[src/hw/rtl/qvr_pkg.sv]
// Shared widths and the item type passed from the front end to the divider back end.
package qvr_pkg;

  localparam int QW = 16;           // quaternion component width
  localparam int VW = 32;           // vector component width
  localparam int NW = 33;           // norm width, n <= 2^32
  localparam int SW = 68;           // signed numerator width
  localparam int MW = 66;           // numerator magnitude width
  localparam int QB = 34;           // quotient bits produced by the divider
  localparam int RW = 33;           // divider remainder width
  localparam int FIFO_DEPTH = 4;
  localparam int FIFO_AW = 2;
  localparam int IN_W = 4 * QW + 3 * VW;
  localparam int OUT_W = 3 * VW;

  typedef logic [MW-1:0] mag_t;

  typedef struct packed {
    logic            deg;
    logic [NW-1:0]   n;
    logic [2:0]      neg;
    mag_t [2:0]      mag;
  } item_t;

endpackage

[src/hw/rtl/qvr_queue.sv]
// Small queue between the front end and the divider back end.
module qvr_queue import qvr_pkg::*; (
  input  logic  clk,
  input  logic  rst,
  input  logic  push_valid,
  output logic  push_ready,
  input  item_t push_item,
  output logic  pop_valid,
  input  logic  pop_ready,
  output item_t pop_item
);

  item_t mem [FIFO_DEPTH];
  logic [FIFO_AW-1:0] wptr;
  logic [FIFO_AW-1:0] rptr;
  logic [FIFO_AW:0]   count;
  logic push;
  logic pop;

  assign push_ready = (count != (FIFO_AW+1)'(FIFO_DEPTH));
  assign pop_valid  = (count != '0);
  assign push       = push_valid && push_ready;
  assign pop        = pop_valid && pop_ready;
  assign pop_item   = mem[rptr];

  always_ff @(posedge clk) begin
    if (rst) begin
      wptr  <= '0;
      rptr  <= '0;
      count <= '0;
    end else begin
      if (push) wptr <= wptr + 1'b1;
      if (pop)  rptr <= rptr + 1'b1;
      count <= count + (FIFO_AW+1)'(push) - (FIFO_AW+1)'(pop);
    end
  end

  always_ff @(posedge clk) begin
    if (push) begin
      mem[wptr] <= push_item;
    end
  end

endmodule

[config.mk]
export PLATFORM = sky130hd
export DESIGN_NAME = qvr_queue
export DESIGN_NICKNAME = d
export VERILOG_FILES = /design/src/hw/rtl/qvr_pkg.sv /design/src/hw/rtl/qvr_queue.sv
export SDC_FILE = /design/constraint.sdc
export NUM_CORES = 1
export LEC_CHECK = 0
export BUFFER_PORTS_ARGS = -buffer_cell sky130_fd_sc_hd__buf_4
export CORE_MARGIN = 10
export CORE_UTILIZATION = 28
export CTS_CLUSTER_SIZE = 8
export DETAILED_ROUTE_END_ITERATION = 7
export SLEW_MARGIN = 30
export SYNTH_ARGS = -nofsm -noshare
export SYNTH_HDL_FRONTEND = slang
export SYNTH_SLANG_ARGS = --single-unit
[constraint.sdc]
create_clock -name clk -period 7.5 [get_ports clk]
set_clock_uncertainty 0.15 [all_clocks]
set_input_delay 0.75 -clock clk [delete_from_list [all_inputs] [get_ports clk]]
set_output_delay 0.75 -clock clk [all_outputs]
set_load 0.01 [all_outputs]
# [Word level (Yosys, flattened, before mapping)]
# Memory sizes are Yosys's and may differ from the RTL's. A register that Yosys moved wholly into a read port is not among the register bits.
# Cells that the tools add are included.
# W data, S select, Z words.
[classes] add_sub_neg=4 n_eq_ne=1 muxes=4 n_reduce_logical=3
[op_table] op="$add A2 B1 Y2 const B" n=2
[op_table] op="$mux W2" n=2
[op_table] op="$add A3 B1 Y3" n=1
[op_table] op="$ne A3 B3 Y1 const B" n=1
[op_table] op="$reduce_bool A3 Y1" n=1
[op_table] op="$sub A3 B1 Y3" n=1
[op_table] op="$logic_and A1 B1 Y1" n=2
[op_table] op="$mux W1" n=2
[totals] reg_bits=7 mem_bits_rw=940 input_bits=239 output_inout_bits=237 elab_cells=16 mem_count=1
[memory_table] memory="mem" words=4 width=235 rd=1 rd_ports_with_merged_regs=1 wr=1 line="qvr_queue.sv:13" source="item_t mem [FIFO_DEPTH];"

# [Longest topological paths before layout]
# Gate-level depths: netlist (run 1).
[logic_depth] word_depth=4 mapped_depth=11 ltp_nobuf=11

# [Least setup slack after synthesis (run 1)]
# OpenSTA, ideal clock, no wires.
[synth_timing] path_type="input -> register" from="input port push_valid" to="memory mem[2][0] in the netlist's numbering (enable)" t_arrival_ns=6.495 required_time_ns=6.725 slack_ns=0.230 cell_stages=2 path_buffers=0 path_cell_list="a21boi_1 and2_1"
[synth_between] elab_chain_cells=3
[synth_rtl] element="start, declared" line="qvr_queue.sv:5" source="input logic push_valid,"
[synth_rtl] element="$logic_and A1 B1 Y1" line="qvr_queue.sv:22" source="assign push = push_valid && push_ready;"
[synth_rtl] element="$mux W1" line="qvr_queue.sv:39" source="if (push) begin"
[synth_rtl] element="$mux W1 (not written as such)" line="qvr_queue.sv:40" source="mem[wptr] <= push_item;"
[synth_rtl] element="end, declared" line="qvr_queue.sv:13"
# Every way passes these cells.

==> impl_metrics.csv, run 1 <==
group,metric,value,unit
placed_design,dp_hpwl,47.6,mm
drt,antenna_left,0,
pwr,power_density,347,nW/um^2
clocking,clk_pin_slew,0.05,ns
timing,fmax,240,MHz
timing,finalCritPeriodShare,55.5,%
timing,worst_pin_slew,1.16,ns
status,outcome,"complete, no violations",
clocking,cts_buffer_depth,3,
placed_design,dpl_cell_area,39800,um^2
die,die_area,137000,um^2
global_routing,grt_pass1_vias,18400,
layout,final_cell_mix,"edfxtp_1, buf_4, mux4_2, dlygate4sd3_1, clkbuf_16",
synthesis,syn-num-nets,1522,
die,fp.dieH,370,um
timing,hold_violations,0,
clocking,cts_made_buffers,139,
layout,regArea,28400,um^2
worst_setup_path,slowest_stage,"dfxtp_4",
global_routing,antenna_found_initial,12,
clocking,cts_resized,0,
pwr,leakage,15.4,nW
placed_design,gp_congestion,0.740,
global_routing,grt_max_degree,122,
clocking,cts_hold_buf,232,
timing,drv_slew,0,
layout,drive_gt1_share,42.3,%
layout,final_util,37.9,%
drt,wl_per_cell,20.7,um
worst_setup_path,worstSetupPathType,"register to output port",
clocking,clockRootBuffer,"clkbuf_16",
layout,final_common_cell,"edfxtp_1",
clocking,clkLatencyLatePin,0.71,ns
worst_setup_path,crit_arrival,3.27,ns
clocking,cts_tree,"yes",
drt,drt_iter0_drc,1088,
timing,rsz0062_at_grt,"false",
placed_design,dp.cells,3339,
pwr,ir_drop,0.000233,V
placed_design,port_buffers,475,
drt,num_vias,16600,
die,initial_core_util,28.2,%
drt,first_pass_iters,7,
die,io_pins,476,
global_routing,grt_use_total,11.2,%
worst_setup_path,cp_slowest_stage_delay,0.90,ns
layout,area_growth,34.4,%
timing,relSlewSlack,22.6,%
drt,viasPerCell,4.41,
drt,drt-total-wl,77.7,mm
min_path,hold_class,"input pin to register",
global_routing,grt_pass1_wl,118,mm
clocking,cts_setup_buffers,0,
worst_setup_path,worstPathCellList,"buf_12, buf_16, mux4_2, buf_4",
timing,finalCriticalPeriod,4.17,ns
layout,multi_input_comb_area,5570,um^2
synthesis,synthesis.area,34300,um^2
synthesis,ys_seq_area_share,82.7,%
layout,fillers,10900,
synthesis,syn_area_per_cell,26.9,um^2
layout,fin_area,46200,um^2
synthesis,yosysWarningCount,0,
synthesis,ys_ff_latch,949,
timing,worst_slack,3.33,ns
die,die_width,370,um
synthesis,synth_cell_types,24,
timing,finalSetupViolations,0,
layout,nets,2338,
worst_setup_path,end_kind,"output port",
worst_setup_path,required,6.60,ns
global_routing,grt_overflow,0,
clocking,cts.sinks,949,
die,core_area,122000,um^2
drt,drc,0,
flow_run,max_cap_viol_count,0,
layout,fin_cells,3753,
synthesis,synthCells,1276,
worst_setup_path,startpoint_type,"register",
placed_design,pre_cts_ws,3.89,ns
clocking,h-tree-depth,4,
worst_setup_path,worst-path-max-fanout,93,
timing,final.setup.tns,0,ns
die,num_rows,128,
==> power by group <==
group          internal (W)  switching [W]
clock network       0.00342        0.00213
registers           0.00652       0.000166
logic               0.00190        0.00188
==> area by class of cell <==
class | count | area share (%)
inverter | 5 | 0.0407
tap | 1625 | 4.40
multi-input combinational | 269 | 12.1
sequential | 949 | 61.5
timing repair buffer | 728 | 13.5
clock inverter | 18 | 0.518
antenna | 9 | 0.0488
clock buffer | 150 | 7.85
==> synthesized netlist by cell type, drive strengths merged <==
library cell / instances / area (um^2)
mux2i: 1 / 10.0
or3: 1 / 6.26
buf: 51 / 359
fa: 1 / 20.0
inv: 5 / 18.8
nand2b: 2 / 12.5
nor2: 8 / 30.0
ha: 6 / 75.1
clkbuf: 2 / 7.51
mux4: 235 / 5290
nor3: 1 / 5.00
nor2b: 1 / 6.26
dfxtp: 9 / 180
xor2: 2 / 17.5
o31a: 1 / 8.76
nand2: 1 / 3.75
mux2: 1 / 11.3
and2: 5 / 31.3
a21boi: 1 / 7.51
o311ai: 1 / 8.76
xnor2: 1 / 8.76
edfxtp: 940 / 28200
==> layer usage <==
layer	wire length (um)	track usage, %	part of all wire [%]
met1	31300	13.8	40
met2	37700	17.8	49
met3	6810	4.51	8.8
met4	1890	3.91	2.4
met5	11	0	0.014
==> metrics by stage <==
step                      total power, W  hold slack [ns]
after floorplan                  0.00892            0.332
after global placement            0.0105            0.344
after detailed placement          0.0105            0.360
after CTS                         0.0163         0.000113
after global routing              0.0168           0.0346
final                             0.0160           0.0957
==> flip-flops by register name, indices dropped and copies added (netlist names), named ones only <==
register,flops
mem,940
wptr,2
count,3
rptr,2
==> critical path: cells and delay by family, from the launching register on <==
kind                   cells  cell delay, ns
flip-flops                 1            0.90
buffers and inverters      3            0.81
multiplexers               1            0.46
==> worst paths after layout <==
check	startpoint	to	slack, ns	cells past startpoint
hold reg to reg	wptr[1]	wptr[1]	0.36	2
setup reg to reg	count[1]	mem[3][195]	4.21	4
hold / removal	push_item[7]	mem[2][7]	0.1	1
setup / recovery	register	pop_item[124]	3.33	4
==> cell families (layout without fill, tap and decap cells) <==
kind of cell             Yosys count  after routing  synth area share, %
multiplexers                     237            237                 15.5
buffers and inverters             58            901                 1.12
XOR/XNOR                           3              3               0.0765
adder cells (fa/ha/maj)            7              7                0.277
other                              0              9                    0
flip-flops                       949            949                 82.7
AO/OA/AOI/OAI                      3              3               0.0729
AND/OR/NAND/NOR                   19             19                0.277
(Power assumes the default switching activity.)
==> run 2: changes to the inputs <==
ABC_AREA = 1   (was unset)
clock period = 3.4 ns   (was 7.5 ns; I/O delays follow)
==> impl_metrics.csv, run 2 <==
group,metric,value,unit
clocking,h-tree-depth,4,
synthesis,async_flop_share,0,%
synthesis,syn_area_per_cell,15.0,um^2
flow_run,max_cap_viol_count,0,
global_routing,grt_max_degree,139,
drt,antenna_left,0,
min_path,hold_class,"input pin to register",
synthesis,syn-num-nets,2583,
placed_design,gp_congestion,0.744,
synthesis,yosysTopAreaCellShare,80.5,%
placed_design,dpl_cell_area,40900,um^2
synthesis,synth_most_common_cell,"edfxtp_1",
worst_setup_path,r2r_slack,1.31,ns
timing,finalCriticalPeriod,3.14,ns
placed_design,dp.cells,4358,
drt,drc,0,
layout,largest_reg_flops,940,
timing,hold_violations,0,
timing,finalCritPeriodShare,92.3,%
worst_setup_path,worst-path-max-fanout,69,
layout,final_cell_mix,"edfxtp_1, buf_4, nor2_1, o21ai_0, dlygate4sd3_1",
global_routing,antenna_found_initial,9,
synthesis,ys.flop_type,"edfxtp_1",
synthesis,synth_cell_types,19,
worst_setup_path,startpoint_type,"register",
die,io_pins,476,
die,core_area,124000,um^2
drt,drt_iter0_drc,1515,
worst_setup_path,required,2.91,ns
synthesis,ys_top_cells_by_count,"edfxtp_1, nor2_1, o21ai_0",
global_routing,grt_pass1_wl,138,mm
synthesis,synthesis.area,35000,um^2
synthesis,synth-edff-count,940,
timing,relSlewSlack,43.0,%
synthesis,yosysTopAreaCell,"edfxtp_1",
layout,fin_area,47000,um^2
timing,rsz0062_at_grt,"false",
synthesis,ys_ff_latch,949,
layout,largestRegisters,"mem x940, count x3",
layout,fillers,11500,
layout,multi_input_comb_area,5890,um^2
worst_setup_path,crit_arrival,2.65,ns
status,outcome,"complete, no violations",
clocking,cts_tree,"yes",
drt,drt-total-wl,91.7,mm
clocking,cts.sinks,949,
drt,wl_per_cell,19.2,um
pwr,leakage,16.3,nW
drt,num_vias,22100,
clocking,cts_resized,0,
layout,final_util,37.9,%
synthesis,yosys-top-cells-area,"edfxtp_1, o21ai_0, nor2_1",
synthesis,synthCells,2337,
clocking,clk_pin_slew,0.05,ns
die,num_rows,129,
pwr,ir_drop,0.000552,V
layout,final_common_cell,"edfxtp_1",
timing,finalSetupViolations,0,
timing,drv_slew,0,
global_routing,grt_pass1_vias,22500,
clocking,cts_buffer_depth,3,
timing,fmax,319,MHz
timing,worst_pin_slew,0.855,ns
global_routing,grt_overflow,0,
synthesis,ys_seq_area_share,81.1,%
worst_setup_path,worstSetupPathType,"register to output port",
timing,final.setup.tns,0,ns
clocking,clockRootBuffer,"clkbuf_16",
layout,area_growth,34.2,%
layout,largest_register,"mem",
synthesis,yosysWarningCount,0,
placed_design,port_buffers,475,
clocking,clkLatencyLatePin,0.74,ns
placed_design,dp_hpwl,55.6,mm
layout,fin_cells,4773,
pwr,power_density,743,nW/um^2
die,initial_core_util,28.3,%
drt,first_pass_iters,5,
layout,drive_gt1_share,22.5,%
worst_setup_path,end_kind,"output port",
clocking,cts_made_buffers,137,
layout,regArea,28400,um^2
die,die_width,374,um
global_routing,grt_use_total,12.7,%
die,die_area,140000,um^2
layout,nets,3344,
timing,hold_slack,0.188,ns
drt,viasPerCell,4.63,
die,fp.dieH,374,um
==> run 2: repair_timing <==
item | CTS | global route
hold endpoints to repair | 949 | 0
hold buffers | 238 | 0
buffers inserted | 0 | 0
==> run 2: critical path, cell delays in order, from the launching register on <==
cell and delay (ns):
dfxtp_4 0.54, buf_12 0.30, buf_12 0.32, o21ai_0 0.15, o22ai_1 0.34, buf_4 0.19
==> run 2: routing by layer <==
layer / vias up / GRT usage [%] / routed length [um]
li1: 10400 / - / -
met1: 11000 / 15.7 / 38600
met2: 625 / 21.1 / 44900
met3: 131 / 3.82 / 5890
met4: 8 / 4.50 / 2250
met5: - / 0 / 46
==> run 2: power by group <==
group,internal [W],leakage [nW],total (W),switching (W)
clock network,0.00735,1.84,0.0120,0.00465
logic,0.00323,5.81,0.00839,0.00516
registers,0.0143,8.68,0.0146,0.000278
total,0.0249,16.3,0.0349,0.0101
==> run 2: cell type report <==
type | instances | share of cell area, %
tap | 1637 | 4.36
antenna | 9 | 0.0479
multi-input combinational | 1217 | 12.5
clock buffer | 154 | 7.52
sequential | 949 | 60.4
clock inverter | 14 | 0.495
timing repair buffer | 777 | 14.5
inverter | 16 | 0.154
==> run 2: logic make-up (layout without fill, tap and decap cells) <==
| logic type | count (synthesis) | in the layout | share of synthesized area, % |
|---|---|---|---|
| other | 0 | 9 | 0 |
| AO/OA/AOI/OAI | 712 | 712 | 11.0 |
| AND/OR/NAND/NOR | 498 | 498 | 5.34 |
| flip-flops | 949 | 949 | 81.1 |
| adder cells (fa/ha/maj) | 7 | 7 | 0.271 |
| buffers and inverters | 171 | 961 | 2.30 |
==> run 2: final timing paths <==
path,from,endpoint,cells past startpoint
setup / recovery,register,pop_item[154],5
hold / removal,rst,count[1],3
setup reg to reg,wptr[0],mem[3][163],5
hold reg to reg,rptr[0],rptr[0],2
==> run 2: stage by stage <==
step / power [W] / worst slack, ns
floorplan: 0.0189 / -1.27
global placement: 0.0230 / 1.08
detailed placement: 0.0230 / 1.02
CTS: 0.0355 / 0.189
global route: 0.0366 / 0.0817
finish: 0.0349 / 0.262
==> run 3: changes to the inputs <==
MAX_ROUTING_LAYER = met4   (was unset)
clock period = 3.15 ns   (was 3.4 ns; I/O delays follow)
==> impl_metrics.csv, run 3 (synthesis gave the netlist of run 2 again) <==
group,metric,value,unit
timing,rsz0062_at_grt,"true",
worst_setup_path,r2r_slack,0.61,ns
timing,worst_slack,0.0542,ns
global_routing,grt_use_total,13.3,%
placed_design,pre_cts_ws,0.722,ns
layout,final_cell_mix,"edfxtp_1, buf_4, nor2_1, o21ai_0, dlygate4sd3_1",
drt,drc,0,
layout,largest_register,"mem",
timing,relSlewSlack,44.2,%
die,fp.dieH,374,um
drt,wl_per_cell,19.5,um
layout,fin_cells,4796,
drt,first_pass_iters,5,
layout,nets,3363,
timing,final.setup.tns,0,ns
layout,final_common_cell,"edfxtp_1",
clocking,cts_tree,"yes",
clocking,clkLatencyLatePin,0.75,ns
clocking,clockRootBuffer,"clkbuf_16",
timing,finalCriticalPeriod,3.10,ns
clocking,h-tree-depth,4,
global_routing,grt_pass1_wl,140,mm
worst_setup_path,r2r_end,"count[1]",
flow_run,max_cap_viol_count,0,
global_routing,grt_pass1_vias,22700,
pwr,ir_drop,0.000516,V
drt,antenna_left,0,
worst_setup_path,end_kind,"output port",
global_routing,antenna_found_initial,11,
worst_setup_path,crit_arrival,2.63,ns
worst_setup_path,worst-path-max-fanout,124,
worst_setup_path,r2r_cells,10,
timing,hold_violations,0,
min_path,hold_class,"input pin to register",
placed_design,port_buffers,475,
die,die_width,374,um
drt,viasPerCell,4.67,
pwr,leakage,16.4,nW
timing,hold_slack,0.149,ns
layout,largest_reg_flops,940,
worst_setup_path,required,2.68,ns
placed_design,dpl_cell_area,40900,um^2
layout,drive_gt1_share,23.1,%
drt,drt-total-wl,93.3,mm
timing,worst_pin_slew,0.837,ns
placed_design,dp.cells,4374,
drt,num_vias,22400,
layout,regArea,28400,um^2
layout,multi_input_comb_area,5920,um^2
timing,fmax,323,MHz
placed_design,dp_hpwl,57.1,mm
timing,drv_slew,0,
clocking,cts.sinks,949,
global_routing,grt_max_degree,132,
layout,area_growth,34.8,%
die,core_area,124000,um^2
worst_setup_path,worstPathCellList,"buf_16, o21ai_0, o22ai_1, buf_4",
layout,fillers,11500,
worst_setup_path,slowest_stage,"dfxtp_4",
drt,drt_iter0_drc,1578,
layout,largestRegisters,"mem x940, count x3",
timing,finalSetupViolations,0,
clocking,cts_buffer_depth,3,
worst_setup_path,startpoint_type,"register",
clocking,clk_pin_slew,0.05,ns
status,outcome,"complete, no violations",
pwr,power_density,804,nW/um^2
die,io_pins,476,
clocking,cts_made_buffers,137,
timing,finalCritPeriodShare,98.3,%
placed_design,gp_congestion,0.741,
die,die_area,140000,um^2
die,num_rows,129,
die,initial_core_util,28.3,%
worst_setup_path,r2r_start,"count[1]",
worst_setup_path,worstSetupPathType,"register to output port",
global_routing,grt_overflow,0,
worst_setup_path,endpoint,"pop_item[186]",
worst_setup_path,cp_slowest_stage_delay,0.55,ns
layout,fin_area,47200,um^2
[run 3: critical path, delay by kind of cell (launching register included)]
| kind | cells | cell delay (ns) |
|---|---|---|
| buf+inv | 2 | 0.53 |
| flops | 1 | 0.55 |
| compound gates | 2 | 0.53 |
[run 3: what timing repair did]
action / CTS / global route
hold endpoints to repair: 950 / 0
gates cloned: 0 / 1
gates resized for setup: 3 / 6
endpoints found under the setup margin: 24 / 32
hold buffers: 239 / 0
buffers inserted: 1 / 0
[run 3: final cells by class]
type / instances / area share, %
Antenna cell: 14 / 0.0742
Clock buffer: 153 / 7.52
Clock inverter: 14 / 0.498
Inverter: 16 / 0.164
Multi-Input combinational cell: 1217 / 12.5
Sequential cell: 949 / 60.2
Tap cell: 1637 / 4.34
Timing Repair Buffer: 796 / 14.7
[run 3: power by group]
part	switching, W	leakage [nW]	internal [W]
registers	0.000303	8.68	0.0154
clock network	0.00513	1.84	0.00798
logic	0.00562	5.89	0.00356
total	0.0110	16.4	0.0269
[run 3: metal layers]
layer | track usage, % | routed length (um)
met1 | 16.4 | 39700
met2 | 21.0 | 45100
met3 | 3.68 | 6300
met4 | 4.63 | 2170
met5 | - | 0
[run 3: worst min path at each step]
stage	start	to	slack (ns)	cells after the start
3_5_place_dp	rptr[0]	rptr[0]	0.33	2
3_3_place_gp	rptr[0]	rptr[0]	0.32	2
4_1_cts	push_item[12]	mem[2][12]	0.07	2
5_1_grt	push_item[210]	mem[2][210]	0.12	2
6_report	rst	count[0]	0.15	3
2_1_floorplan	rst	count[1]	0.22	1
[run 3: per-stage QoR]
| step | util [%] | total power, W |
|---|---|---|
| floorplan | - | 0.0204 |
| global placement | 33.0 | 0.0248 |
| detailed placement | 33.0 | 0.0249 |
| CTS | 38.0 | 0.0385 |
| global route | 38.1 | 0.0398 |
| finish | 38.1 | 0.0380 |
